$ cat src/sv/trn_pkg.sv
// Shared types and protocol constants for the telnet receive negotiator.
// No dependencies; imported by the top level and its checker.
package trn_pkg;

  typedef logic [7:0] octet_t;

  // longest reply burst caused by one received byte
  localparam int MaxBurst = 10;
  localparam int CntW     = 4;
  typedef logic [CntW-1:0] cnt_t;

  // telnet command bytes
  localparam octet_t B_IAC  = 8'd255;
  localparam octet_t B_SE   = 8'd240;
  localparam octet_t B_SB   = 8'd250;
  localparam octet_t B_WILL = 8'd251;
  localparam octet_t B_WONT = 8'd252;
  localparam octet_t B_DO   = 8'd253;
  localparam octet_t B_DONT = 8'd254;

  // option codes
  localparam octet_t OPT_ECHO = 8'd1;
  localparam octet_t OPT_SUPP = 8'd3;
  localparam octet_t OPT_TERM = 8'd24;
  localparam octet_t TT_SEND  = 8'd1;
  localparam octet_t TT_IS    = 8'd0;

  // receive phase
  localparam logic [1:0] PH_DATA = 2'd0;
  localparam logic [1:0] PH_CODE = 2'd1;
  localparam logic [1:0] PH_OPT  = 2'd2;

  // pending verb
  localparam logic [2:0] V_SB   = 3'd0;
  localparam logic [2:0] V_WILL = 3'd1;
  localparam logic [2:0] V_WONT = 3'd2;
  localparam logic [2:0] V_DO   = 3'd3;
  localparam logic [2:0] V_DONT = 3'd4;

  // data sink
  localparam logic [1:0] SINK_TERM    = 2'd0;
  localparam logic [1:0] SINK_TTYPE   = 2'd1;
  localparam logic [1:0] SINK_DISCARD = 2'd2;

  // destination codes
  localparam logic DEST_SERVER = 1'b0;
  localparam logic DEST_TERM   = 1'b1;

endpackage

$ cat src/sv/telnet_receive_negotiator_unit.sv
// Telnet receive negotiator: command parser, option replies, reply burst buffer.
// Depends on trn_pkg.
//
// One received byte is accepted per beat on the in channel; its whole reply
// (zero to ten bytes) is worked out in the same cycle and loaded into a
// ten-entry shift buffer that drains one byte per out beat, the final byte
// marked by last. A byte that causes no reply loads an empty burst, so such bytes
// flow at one per cycle; a byte with n replies occupies the out channel for n
// beats, and the next received byte is taken in the cycle the last reply
// beat leaves. Terminal data bytes go out with destination 1, negotiation
// replies with destination 0. Subnegotiation for options other than
// terminal type is discarded.
module telnet_receive_negotiator_unit
  import trn_pkg::*;
#(
  parameter int TERMINAL_COUNT = 2
) (
  input  logic       clk,
  input  logic       rst,
  input  logic       in_valid,
  output logic       in_ready,
  input  logic [7:0] rx_byte,
  output logic       out_valid,
  input  logic       out_ready,
  output logic       destination,
  output logic [7:0] out_byte,
  output logic       last
);

  localparam int ChoiceW = $clog2(TERMINAL_COUNT + 1);

  // parser state
  logic [1:0]         rx_phase, rx_phase_next;
  logic [2:0]         pending_verb, pending_verb_next;
  logic [1:0]         data_sink, data_sink_next;
  logic [ChoiceW-1:0] terminal_choice, terminal_choice_next;

  // reply buffer
  octet_t burst_buf [MaxBurst];
  logic   burst_dest;
  cnt_t   burst_cnt;

  // reply computed for the byte on the input
  octet_t new_buf [MaxBurst];
  logic   new_dest;
  cnt_t   new_cnt;

  logic in_acc, out_acc;

  assign out_valid   = (burst_cnt != '0);
  assign last        = (burst_cnt == cnt_t'(1));
  assign out_byte    = burst_buf[0];
  assign destination = burst_dest;
  assign in_ready    = (burst_cnt == '0) || (last && out_ready);
  assign in_acc      = in_valid && in_ready;
  assign out_acc     = out_valid && out_ready;

  // positive answer byte for ECHO
  function automatic octet_t yes_byte(input logic [2:0] v);
    octet_t r;
    unique case (v)
      V_DO:    r = B_WILL;
      V_DONT:  r = B_WONT;
      V_WILL:  r = B_DO;
      default: r = B_DONT;
    endcase
    return r;
  endfunction

  // parser and reply generation
  always_comb begin
    logic   sink_in;
    octet_t sink_byte;
    logic   nvt;
    for (int i = 0; i < MaxBurst; i++) new_buf[i] = '0;
    new_dest             = DEST_SERVER;
    new_cnt              = '0;
    rx_phase_next        = PH_DATA;
    pending_verb_next    = pending_verb;
    data_sink_next       = data_sink;
    terminal_choice_next = terminal_choice;
    sink_in              = 1'b0;
    sink_byte            = rx_byte;
    nvt                  = 1'b0;

    unique case (rx_phase)
      PH_CODE: begin
        priority if (rx_byte == B_IAC) begin
          sink_in = 1'b1;
        end else if (rx_byte == B_SE) begin
          data_sink_next = SINK_TERM;
        end else if (rx_byte == B_SB) begin
          pending_verb_next = V_SB;
          rx_phase_next     = PH_OPT;
        end else if (rx_byte >= B_WILL) begin
          // WILL..DONT; IAC already handled above
          pending_verb_next = 3'(rx_byte - B_WILL) + V_WILL;
          rx_phase_next     = PH_OPT;
        end else begin
          // unknown command byte: back to data, no reply
        end
      end
      PH_OPT: begin
        if (pending_verb == V_SB) begin
          data_sink_next = (rx_byte == OPT_TERM) ? SINK_TTYPE : SINK_DISCARD;
        end else begin
          new_buf[0] = B_IAC;
          new_buf[2] = rx_byte;
          priority if (rx_byte == OPT_ECHO) begin
            new_buf[1] = yes_byte(pending_verb);
            new_cnt    = cnt_t'(3);
          end else if (rx_byte == OPT_SUPP) begin
            new_buf[1] = B_DO;
            if (pending_verb == V_WILL) begin
              new_buf[3] = B_IAC;
              new_buf[4] = B_WILL;
              new_buf[5] = OPT_SUPP;
              new_buf[6] = B_IAC;
              new_buf[7] = B_DO;
              new_buf[8] = OPT_ECHO;
              new_cnt    = cnt_t'(9);
            end else if (pending_verb == V_DO) begin
              new_cnt = cnt_t'(3);
            end
          end else if (rx_byte == OPT_TERM) begin
            if (pending_verb == V_DO) begin
              new_buf[1] = B_WILL;
              new_cnt    = cnt_t'(3);
            end else if (pending_verb == V_WILL) begin
              new_buf[1] = B_DONT;
              new_cnt    = cnt_t'(3);
            end
          end else begin
            // unknown option: refuse
            if (pending_verb == V_WILL) begin
              new_buf[1] = B_DONT;
              new_cnt    = cnt_t'(3);
            end else if (pending_verb == V_DO) begin
              new_buf[1] = B_WONT;
              new_cnt    = cnt_t'(3);
            end
          end
        end
      end
      default: begin
        if (rx_byte == B_IAC) rx_phase_next = PH_CODE;
        else                  sink_in = 1'b1;
      end
    endcase

    // data sink
    if (sink_in) begin
      priority if (data_sink == SINK_TERM) begin
        if (sink_byte != '0) begin
          new_buf[0] = sink_byte;
          new_dest   = DEST_TERM;
          new_cnt    = cnt_t'(1);
        end
      end else if (data_sink == SINK_TTYPE) begin
        if (sink_byte == TT_SEND) begin
          if (terminal_choice >= ChoiceW'(TERMINAL_COUNT))
            terminal_choice_next = '0;
          else
            terminal_choice_next = terminal_choice + ChoiceW'(1);
          // name index wraps to 0 after the last terminal; index 0 is NVT
          nvt = (terminal_choice_next == '0) || (TERMINAL_COUNT == 1);
          new_buf[0] = B_IAC;
          new_buf[1] = B_SB;
          new_buf[2] = OPT_TERM;
          new_buf[3] = TT_IS;
          if (nvt) begin
            new_buf[4] = "N";
            new_buf[5] = "V";
            new_buf[6] = "T";
            new_buf[7] = B_IAC;
            new_buf[8] = B_SE;
            new_cnt    = cnt_t'(9);
          end else begin
            new_buf[4] = "A";
            new_buf[5] = "N";
            new_buf[6] = "S";
            new_buf[7] = "I";
            new_buf[8] = B_IAC;
            new_buf[9] = B_SE;
            new_cnt    = cnt_t'(10);
          end
        end
      end else begin
        // discard sink drops the byte
      end
    end
  end

  // control state
  always_ff @(posedge clk) begin
    if (rst) begin
      rx_phase        <= PH_DATA;
      pending_verb    <= V_SB;
      data_sink       <= SINK_TERM;
      terminal_choice <= '0;
      burst_cnt       <= '0;
    end else begin
      if (in_acc) begin
        rx_phase        <= rx_phase_next;
        pending_verb    <= pending_verb_next;
        data_sink       <= data_sink_next;
        terminal_choice <= terminal_choice_next;
        burst_cnt       <= new_cnt;
      end else if (out_acc) begin
        burst_cnt <= burst_cnt - cnt_t'(1);
      end
    end
  end

  // reply buffer payload: load a burst, shift one byte per out beat
  always_ff @(posedge clk) begin
    if (in_acc) begin
      burst_buf  <= new_buf;
      burst_dest <= new_dest;
    end else if (out_acc) begin
      for (int i = 0; i < MaxBurst - 1; i++) burst_buf[i] <= burst_buf[i+1];
      burst_buf[MaxBurst-1] <= '0;
    end
  end

endmodule

$ cat config.mk
export PLATFORM = sky130hd
export DESIGN_NAME = telnet_receive_negotiator_unit
export DESIGN_NICKNAME = d
export VERILOG_FILES = /design/src/sv/trn_pkg.sv /design/src/sv/telnet_receive_negotiator_unit.sv
export SDC_FILE = /design/constraint.sdc
export NUM_CORES = 1
export LEC_CHECK = 0
export BUFFER_PORTS_ARGS = -buffer_cell sky130_fd_sc_hd__buf_2
export CAP_MARGIN = 10
export CELL_PAD_IN_SITES_DETAIL_PLACEMENT = 0
export CELL_PAD_IN_SITES_GLOBAL_PLACEMENT = 1
export CORE_UTILIZATION = 45
export CTS_CLUSTER_SIZE = 12
export DETAILED_ROUTE_END_ITERATION = 8
export PLACE_DENSITY_LB_ADDON = 0.1
export SYNTH_ARGS = -nofsm -noshare
export SYNTH_HDL_FRONTEND = slang
export SYNTH_SLANG_ARGS = --single-unit
$ cat constraint.sdc
create_clock -name clk -period 4 [get_ports clk]
set_input_delay 0.2 -clock clk [delete_from_list [all_inputs] [get_ports clk]]
set_output_delay 0.2 -clock clk [all_outputs]
set_load 0.05 [all_outputs]
* Word-level counts from Yosys, hierarchy flattened
Index checks and enable logic that the tools add are counted.
** Storage, ports and cells
- Flip-flop bits (word level) :: 94
- Bits in latches :: 0
- Bits in writable memories :: 0
- Bits in read-only memories :: 0
- Bits of input ports :: 12
- Output and inout bits :: 12
- Word-level logic and storage cells :: 121
- Memories kept :: 0
** Operators by class
- Add/sub/neg operators :: 4
- Multipliers :: 0
- Divide/modulo/power cells :: 0
- Magnitude comparators :: 2
- Equal/unequal tests :: 16
- Shift operators :: 0
- Muxes and demuxes :: 63
- Bitwise gates (word level) :: 3
- Reductions and logical operators :: 17
** Operators by type and width (count)
- 2-to-1 mux 80 bit :: 5
- 2-to-1 mux 72 bit :: 3
- 2-to-1 mux 48 bit :: 3
- 2-to-1 mux 8 bit :: 10
- 2-to-1 mux 4 bit :: 14
- 2-to-1 mux 36 bit :: 1
- 2-to-1 mux 2 bit :: 17
- equality test 8 bit, second input constant :: 3
- AND reduction 5 bit :: 3
- case mux 3 bit (3 select lines) :: 1
- equality test 8 x 1 -> 1 bit, second input constant :: 1
- equality test 8 x 2 -> 1 bit, second input constant :: 1
- equality test 8 x 5 -> 1 bit, second input constant :: 1
- >= comparator 8 bit, second input constant :: 1
- case mux 2 bit (2 select lines) :: 2
- nonzero test 8 bit :: 1
- 2-to-1 mux 3 bit :: 2
- != test 2 bit, second input constant :: 3
- nonzero test 2 bit :: 3
- equality test 2 x 1 -> 1 bit, second input constant :: 2
- equality test 4 x 1 -> 1 bit, second input constant :: 1
- logical NOT 2 bit :: 2
- logical NOT 4 bit :: 1
- 2-to-1 mux 1 bit :: 4
- 16 further kinds :: 20

* Longest topological paths before layout
Gate-level depths: netlist (run 1).
- Word-level depth :: 13
- Mapped depth :: 9
- Gate-level depth less buffers :: 8

* Worst setup path before layout (run 1)
No wires, ideal clock.
- Path type :: flip-flop to flip-flop
- From :: register burst_cnt[1]
- To :: register burst_buf[14] (netlist bit) (enable)
- Setup time :: 0.415 ns
- Arrival :: 2.314 ns
- Data required time :: 3.585 ns
- Setup slack :: 1.271 ns
- Cell stages (with the launch flop) :: 6
- Buffers on the path :: 0
- Clock period less this slack :: 2.729 ns
- Path through :: dfxtp_1 -> inv_1 -> ha_1 -> nor3b_1 -> mux2i_1 -> inv_1
** Between the ends
- Longest elaborated chain between the ends :: 5
- Elaborated cells between the ends (all ways) :: 8
- Those cells by class :: 1 x eq/ne; 7 x reduce/logical
** RTL lines
- start, declared :: RTL line telnet_receive_negotiator_unit.sv:41 : cnt_t burst_cnt;
- start signal, assigned :: RTL line telnet_receive_negotiator_unit.sv:208 : burst_cnt <= new_cnt;
- start signal, assigned :: RTL line telnet_receive_negotiator_unit.sv:210 : burst_cnt <= burst_cnt - cnt_t'(1);
- equality test 4 x 1 -> 1 bit :: RTL line telnet_receive_negotiator_unit.sv:51 : assign last = (burst_cnt == cnt_t'(1));
- logical AND 1 bit :: RTL line telnet_receive_negotiator_unit.sv:54 : assign in_ready = (burst_cnt == '0) || (last && out_ready);
- logical OR 1 bit :: RTL line telnet_receive_negotiator_unit.sv:54
- logical AND 1 bit :: RTL line telnet_receive_negotiator_unit.sv:55 : assign in_acc = in_valid && in_ready;
- nonzero test 2 bit (no source line) *
- end signal, assigned :: RTL line telnet_receive_negotiator_unit.sv:218 : burst_buf <= new_buf;
- end, declared :: RTL line telnet_receive_negotiator_unit.sv:39 : octet_t burst_buf [MaxBurst];
Every way passes the cells marked *; elsewhere a longest branch is shown, timed or not.
A chain may end at the register's enable or synchronous reset.

* Worst setup path after layout (run 1)
- From :: register rx_phase[0]
- To :: register burst_buf[66] (netlist bit) (data pin)
** Between the ends
- Longest elaborated chain between the ends :: 7
- Elaborated cells between the ends (all ways) :: 9
- Those cells by class :: 2 x eq/ne; 7 x mux
** RTL lines
- start, declared :: RTL line telnet_receive_negotiator_unit.sv:33 : logic [1:0] rx_phase, rx_phase_next;
- start signal, assigned :: RTL line telnet_receive_negotiator_unit.sv:204 : rx_phase <= rx_phase_next;
- equality test 2 bit :: RTL line telnet_receive_negotiator_unit.sv:86 : unique case (rx_phase)
- 2-to-1 mux 72 bit :: RTL line telnet_receive_negotiator_unit.sv:86
- 2-to-1 mux 80 bit :: RTL line telnet_receive_negotiator_unit.sv:160 : if (sink_byte == TT_SEND) begin
- 2-to-1 mux 80 bit :: RTL line telnet_receive_negotiator_unit.sv:159 : end else if (data_sink == SINK_TTYPE) begin
- 2-to-1 mux 72 bit :: RTL line telnet_receive_negotiator_unit.sv:153 : priority if (data_sink == SINK_TERM) begin
- 2-to-1 mux 80 bit * :: RTL line telnet_receive_negotiator_unit.sv:152 : if (sink_in) begin
- 2-to-1 mux 80 bit * :: RTL line telnet_receive_negotiator_unit.sv:217 : if (in_acc) begin
Marks and branches as above.

==> results of run 1 <==
==> final cells by class <==
cell class | instances | area, um2 | area share, %
timing repair buffer | 26 | 138 | 3.39
tap | 102 | 128 | 3.15
inverter | 12 | 45.0 | 1.11
clock inverter | 4 | 98.8 | 2.44
clock buffer | 12 | 135 | 3.33
multi-input combinational | 223 | 1390 | 34.3
sequential | 75 | 2120 | 52.3
==> stage by stage <==
step / cell area, um2 / instances
3_5_place_dp: 3820 / 438
3_3_place_gp: 3820 / 438
5_1_grt: 4060 / 454
2_1_floorplan: 3710 / 335
4_1_cts: 4060 / 454
6_report: 4060 / 454
==> worst max-delay path, delay by kind of cell (launching register included) <==
family | cells | cell delay, ns
fa+ha+maj | 1 | 0.33
simple gates | 3 | 1.12
compound gates | 2 | 0.46
buf+inv | 1 | 0.05
flops | 1 | 0.36
==> worst max-delay path by stage <==
stage | cells after the start | start | slack, ns | to
floorplan | 5 | burst_cnt[1] | 1.27 | burst_buf[14]
global placement | 7 | rx_phase[0] | 1.50 | burst_buf[63]
detailed placement | 7 | rx_phase[0] | 1.43 | burst_buf[61]
CTS | 7 | rx_phase[0] | 1.41 | burst_buf[66]
global route | 7 | rx_phase[0] | 1.26 | burst_buf[64]
finish | 7 | rx_phase[0] | 1.42 | burst_buf[66]
==> synth_stat cells (2+ instances only) <==
cell	number	share of area [%]
nor2_1	27	2.7
buf_4	8	1.6
a22o_1	8	1.9
o31ai_1	2	0.41
nand2b_1	2	0.34
o21ai_0	18	2.4
and2_1	3	0.51
buf_1	2	0.20
inv_1	11	1.1
nand3_1	9	1.2
mux2i_1	5	1.4
o22ai_1	2	0.34
nor4b_1	2	0.47
a211oi_1	2	0.41
dfxtp_1	13	7.0
mux2_2	2	0.61
nor3b_1	2	0.41
a21oi_1	16	2.2
nor2b_1	2	0.34
nand2_1	56	5.7
buf_6	3	0.91
ha_1	5	1.7
clkbuf_1	9	0.91
a22oi_1	3	0.61
a31oi_1	3	0.51
a21o_1	13	2.6
edfxtp_1	62	50
buf_2	3	0.41
nor3_1	7	0.95
xnor2_1	2	0.47
==> registers in the layout, indices dropped and copies added, names as in the netlist <==
signal           cells
out_byte             8
destination          1
data_sink            2
rx_phase             2
burst_buf           53
terminal_choice      2
burst_cnt            4
pending_verb         3
==> per-layer routing <==
layer | part of all wire [%] | vias to the layer above
met5 | 0 | -
met4 | 0.75 | 0
met3 | 4.6 | 5
met2 | 47 | 65
met1 | 47 | 1239
li1 | - | 1230
==> report_power, final <==
group / internal (mW) / leakage, nW / switching [mW]
clock: 0.417 / 0.115 / 0.272
combinational: 0.359 / 0.812 / 0.810
sequential: 1.37 / 0.727 / 0.101
total: 2.15 / 1.65 / 1.18
==> logic make-up (layout without fill, tap and decap cells) <==
logic type,after synthesis,in the layout,share of synthesized area (%)
flops,75,75,57.3
simple gates,123,123,16.2
mux,7,7,1.96
buf+inv,37,54,5.27
xor+xnor,2,2,0.473
fa+ha+maj,5,5,1.69
compound gates,86,86,17.2
==> metrics.md, run 1 <==
| Metric | Value |
|---|---|
| Number of synthesized flops with an enable pin | `62` |
| Root Driver | `clkbuf_8` |
| Pleak | `1.65 nW` |
| Antenna diodes | `0` |
| Hold WC Path Type | `in2reg` |
| Setup tns final | `0 ns` |
| Grt ovf | `0` |
| Min-delay src | `rst` |
| Crit Path Max Fanout | `12` |
| Library cells used by synthesis | `63` |
| Rel. slew slack | `47.1%` |
| Synth Instances | `335` |
| Mapped cell area | `3710 um2` |
| Final net count | `364` |
| Clk_lat worst skew | `0.34 ns` |
| Met1 global-route usage | `26.6%` |
| Commonest non-fill, non-tap cell in the layout | `edfxtp_1` |
| Min Tclk post-route | `2.58 ns` |
| Final period util | `64.6%` |
| Vias per cell | `5.59` |
| Post-CTS Setup Bufs | `0` |
| Max-slew violations | `0` |
| Peak supply drop | `0.292 mV` |
| Initial antenna violation count | `0` |
| Die X | `92.8 um` |
| Worst r2r path cells | `7` |
| Clock sink total | `75` |
| Placement Setup Slack | `1.43 ns` |
| DR DRC count | `0` |
| Final setup fails | `0` |
| Slew @ Worst Pin | `0.793 ns` |
| Status | `completed` |
| Final Power | `3.33 mW` |
| Most Used Layer, Global Route | `met2` |
| Area Overhead vs Synth | `9.49%` |
| Post-route core utilization | `51.7%` |
| Clk buf depth | `2` |
| Post-cts repair resize count | `0` |
| Initial Utilization | `47.2%` |
| Final Hold Viols | `0` |
| ANT nets after route | `0` |
| Worst-path clk slew | `0.08 ns` |
| Crit path max-delay cell type | `or3b_2` |
| Worst path cell trace | `inv_1, ha_1, or3b_2, nor4_4, o211ai_4, and3_1, a22o_1` |
| Dpl hpwl | `4.78 mm` |
| GR Layer Usage met2 | `31.2%` |
| Die H | `92.8 um` |
| Port bufs | `23` |
| Asr flop ratio synth | `0%` |
| Final wirelength | `7.59 mm` |
| CTS Buf Count | `9` |
| Hold EP | `rx_phase[1]` |
| GRT Resource Usage Total | `19.5%` |
| H-tree Lvls | `3` |
| Synthesized Nets | `352` |
| #FFs+latches synth | `75` |
| First-pass GRT wire length | `12.7 mm` |
| Max-Cap Viols | `0` |
| Via Count | `2,539` |
| Vias in the first global route | `2,506` |
| FF-to-FF End | `burst_buf[66]` |
| Largest net degree at the start of global routing | `62` |
| Startpoint types | `flip-flop` |
| Worst r2r src | `rx_phase[0]` |
| Worst Hold Depth | `2` |
| Crit-path max cell delay | `0.48 ns` |
| CTS tree | `yes` |
| Detailed Routing Iterations Pass 1 | `4` |
| Share of layout cells above drive strength 1 | `16.2%` |
| IO Count | `24` |
| GRT met3 Usage | `3.78%` |
| Number of fill cells | `741` |
| Synth warnings | `0` |
| CP Capture Type | `flip-flop` |
| Synth Flop Type | `edfxtp_1` |
| # hold bufs at CTS | `0` |
| Pwr Density | `820 nW/um2` |
| Die Area | `8600 um2` |
| Commonest non-fill, non-tap cells in the layout | `edfxtp_1 (62), nand2_1 (55), nor2_1 (27)` |
| Setup WS post-layout | `1.42 ns` |
| Crit Path Class | `reg2reg` |
| Worst EP required | `4.09 ns` |
| Initial DRC Count | `138` |
| Syn_area_per_cell | `11.1 um2` |
| # rows | `32` |
| Post-synthesis sequential area ratio | `57.3%` |
| GPL Wtd Cong | `0.801` |
| Core area | `7850 um2` |
| Unrepaired setup endpoints after global routing | `false` |
| Final hold slack | `0.198 ns` |
| FMAX | `387 MHz` |
| CP arrival | `2.68 ns` |
| Reg2Reg Setup Slack | `1.42 ns` |
| Wire per inst | `16.7 um` |
| Clock Skews | `0.00761 ns` |
(Power assumes the default switching activity.)
==> inputs of run 2 (changes only) <==
- ABC_AREA: default -> 1
- CORE_UTILIZATION: 45 -> 42
- clock period: 4 -> 2.2 ns (I/O delays scaled with it)
==> run 2 against run 1 <==
- power rose by 94%
- critical endpoint is now out_byte[4]
- largest cell class unchanged
- wire length rose by 3.5%
- global-route usage fell by 0.18 points
- critical path type unchanged
==> metrics.md, run 2 <==
| Metric | Value |
|---|---|
| Startpoint types | `flip-flop (unchanged)` |
| H-tree Lvls | `3 (unchanged)` |
| Synth Flop Type | `edfxtp_1 (unchanged)` |
| Initial Utilization | `44.1% (was 47.2%)` |
| Via Count | `2,742 (was 2,539)` |
| Placement Setup Slack | `0.196 ns (was 1.43 ns)` |
| Crit-path max cell delay | `0.37 ns (was 0.48 ns)` |
| Largest net degree at the start of global routing | `32 (was 62)` |
| Core area | `8380 um2 (was 7850 um2)` |
| Pwr Density | `1530 nW/um2 (was 820 nW/um2)` |
| Number of synthesized flops with an enable pin | `62 (unchanged)` |
| Unrepaired setup endpoints after global routing | `true (was false)` |
| GRT Resource Usage Total | `19.3% (was 19.5%)` |
| Commonest non-fill, non-tap cell in the layout | `nand2_1 (was edfxtp_1)` |
| FMAX | `506 MHz (was 387 MHz)` |
| Wire per inst | `14.3 um (was 16.7 um)` |
| Pleak | `1.90 nW (was 1.65 nW)` |
| Commonest non-fill, non-tap cells in the layout | `nand2_1 (121), edfxtp_1 (62), inv_1 (39) (was edfxtp_1 (62), nand2_1 (55), nor2_1 (27))` |
| Largest Register | `burst_buf (unchanged)` |
| # rows | `33 (was 32)` |
| IO Count | `24 (unchanged)` |
| Crit Path Class | `reg2reg (unchanged)` |
| Hold WC Path Type | `in2reg (unchanged)` |
| Post-CTS Setup Bufs | `0 (unchanged)` |
| Final setup fails | `0 (unchanged)` |
| Die H | `95.8 um (was 92.8 um)` |
| Grt ovf | `0 (unchanged)` |
| Vias per cell | `4.99 (was 5.59)` |
| Worst-path clk slew | `0.08 ns (about the same)` |
| Final Power | `6.46 mW (was 3.33 mW)` |
| Worst EP required | `2.31 ns (was 4.09 ns)` |
| Die Area | `9180 um2 (was 8600 um2)` |
| ANT nets after route | `0 (unchanged)` |
| Top post-synthesis cells by area | `edfxtp_1 (50%), nand2_1 (12%), dfxtp_1 (7.0%) (was edfxtp_1 (50%), dfxtp_1 (7.0%), nand2_1 (5.7%))` |
| Worst path cell trace | `inv_1, ha_1, o21ai_0, inv_1, nand2_1, a21oi_1, o21ai_0, a21oi_1 (was inv_1, ha_1, or3b_2, nor4_4, o211ai_4, and3_1, a22o_1)` |
| Worst Setup EP | `out_byte[4] (was burst_buf[66])` |
| Die X | `95.8 um (was 92.8 um)` |
| Post-Place Cells | `533 (was 438)` |
| GRT met3 Usage | `3.87% (was 3.78%)` |
| Setup WS post-layout | `0.225 ns (was 1.42 ns)` |
| Post-synthesis sequential area ratio | `57.4% (was 57.3%)` |
| Mapped cell area | `3690 um2 (was 3710 um2)` |
| Final period util | `89.8% (was 64.6%)` |
| Library cells used by synthesis | `32 (was 63)` |
| Rel. slew slack | `60.8% (was 47.1%)` |
| Synth Instances | `411 (was 335)` |
| Most Used Layer, Global Route | `met2 (unchanged)` |
| CP arrival | `2.08 ns (was 2.68 ns)` |
| Status | `completed (unchanged)` |
| Root Driver | `clkbuf_8 (unchanged)` |
| Final Hold Viols | `0 (unchanged)` |
| CP Launch Point | `rx_phase[0] (unchanged)` |
| CP Capture Type | `flip-flop (unchanged)` |
| GPL Wtd Cong | `0.795 (was 0.801)` |
| Syn_area_per_cell | `8.99 um2 (was 11.1 um2)` |
| Initial DRC Count | `155 (was 138)` |
| Final hold slack | `0.0395 ns (was 0.198 ns)` |
| Min Tclk post-route | `1.97 ns (was 2.58 ns)` |
| Final net count | `457 (was 364)` |
| Synth top cells by count | `nand2_1 (123), edfxtp_1 (62), inv_1 (44) (was edfxtp_1 (62), nand2_1 (56), nor2_1 (27))` |
| Max-Cap Viols | `0 (unchanged)` |
| GR Layer Usage met2 | `31.1% (was 31.2%)` |
| Crit Path Max Fanout | `8 (was 12)` |
| Final cell count without fillers | `550 (was 454)` |
| Synthesized Nets | `428 (was 352)` |
| Most frequent cell after synthesis | `nand2_1 (was edfxtp_1)` |
| Max reg flops | `53 (unchanged)` |
| Met1 global-route usage | `25.4% (was 26.6%)` |
| Slew @ Worst Pin | `0.586 ns (was 0.793 ns)` |
| Clk_lat worst skew | `0.36 ns (was 0.34 ns)` |
| Port bufs | `23 (unchanged)` |
| Detailed Routing Iterations Pass 1 | `4 (unchanged)` |
| First-pass GRT wire length | `12.9 mm (was 12.7 mm)` |
| Worst r2r path cells | `8 (was 7)` |
| Initial antenna violation count | `0 (unchanged)` |
| Clock Skews | `0.00872 ns (was 0.00761 ns)` |
| Antenna diodes | `0 (unchanged)` |
| #FFs+latches synth | `75 (unchanged)` |
| Max-slew violations | `0 (unchanged)` |
| Cell Area, Placed | `3990 um2 (was 3820 um2)` |
| Share of layout cells above drive strength 1 | `18.4% (was 16.2%)` |
| Dpl hpwl | `5.71 mm (was 4.78 mm)` |
| Asr flop ratio synth | `0% (unchanged)` |
| CTS tree | `yes (unchanged)` |
| Post-route cell area | `4230 um2 (was 4060 um2)` |
| Reg2Reg Setup Slack | `0.23 ns (was 1.42 ns)` |
| Clock sink total | `75 (unchanged)` |
| Area Overhead vs Synth | `14.5% (was 9.49%)` |
| Clk buf depth | `2 (unchanged)` |
| Peak supply drop | `1.08 mV (was 0.292 mV)` |
| Share of the synthesized area in the top cell type | `50.4% (was 50.2%)` |
| Vias in the first global route | `2,575 (was 2,506)` |
| CTS Buf Count | `9 (unchanged)` |
| DR DRC count | `0 (unchanged)` |
| Worst r2r src | `rx_phase[0] (unchanged)` |
| Top cell type by total area after synthesis | `edfxtp_1 (unchanged)` |
| FF-to-FF End | `out_byte[4] (was burst_buf[66])` |
| Crit path max-delay cell type | `dfxtp_1 (was or3b_2)` |
| Final wirelength | `7.86 mm (was 7.59 mm)` |
| Synth warnings | `0 (unchanged)` |
[run 2: changes by cell type in the layout (fill, tap and decap cells not counted), moves of 7 or more]
cell | previous run | this run
nand2_1 | 55 | 121
inv_1 | 10 | 39
a21o_1 | 13 | 0
nand3_1 | 9 | 21
a21oi_1 | 16 | 27
o21ai_0 | 18 | 27
a22o_1 | 8 | 0
inv_2 | 1 | 8
[run 2: worst min path at each step]
| stage | start | endpoint | cells past startpoint |
|---|---|---|---|
| after detailed placement | rst | pending_verb[2] | 2 |
| after floorplan | rst | pending_verb[2] | 1 |
| after CTS | rx_byte[1] | pending_verb[1] | 2 |
| final | rx_byte[1] | pending_verb[1] | 2 |
| after global routing | rx_byte[1] | pending_verb[1] | 2 |
| after global placement | rst | pending_verb[2] | 2 |
[run 2: final cells by class]
class	count	area [um2]
fillers	830	4150
flip-flops and latches	75	2120
multi-input cells	270	1330
repair buffers	36	244
inverters	48	184
well taps	105	131
clock buffers	9	124
clock inverters	7	97.6
[run 2: report_power, final]
group,internal (mW),leakage [nW],switching (mW)
combinational,0.767,1.07,1.73
sequential,2.57,0.720,0.182
clock,0.647,0.108,0.566
[run 2: kinds of logic after synthesis]
logic type / count (synthesis) / share of synthesized area (%)
compound gates: 68 / 9.96
xor+xnor: 1 / 0.237
fa+ha+maj: 5 / 1.69
buf+inv: 66 / 8.06
flops: 75 / 57.4
simple gates: 196 / 22.6
[run 2: metal layers]
layer  up-vias  share of wire, %
li1       1420                 -
met1      1262                49
met2        48                46
met3        12               3.8
met4         0               1.7
met5         -                 0
[run 2: metrics by stage]
step / TNS (ns) / util (%)
global route: -0.00379 / 50.5
floorplan: -7.71 / -
global placement: 0 / 47.6
finish: 0 / 50.5
detailed placement: 0 / 47.6
CTS: 0 / 50.4
[run 2: repair_timing]
action | in CTS | in global routing
gates resized for setup | 0 | 4
hold buffers | 1 | 0
setup endpoints to repair | 0 | 13
endpoints found under the hold margin | 1 | 0
[run 2: critical path: cells and delay by family (launching register included)]
| kind | cells | cell delay (ns) |
|---|---|---|
| compound gates | 4 | 0.61 |
| buf+inv | 2 | 0.24 |
| fa+ha+maj | 1 | 0.25 |
| flops | 1 | 0.37 |
| simple gates | 1 | 0.25 |
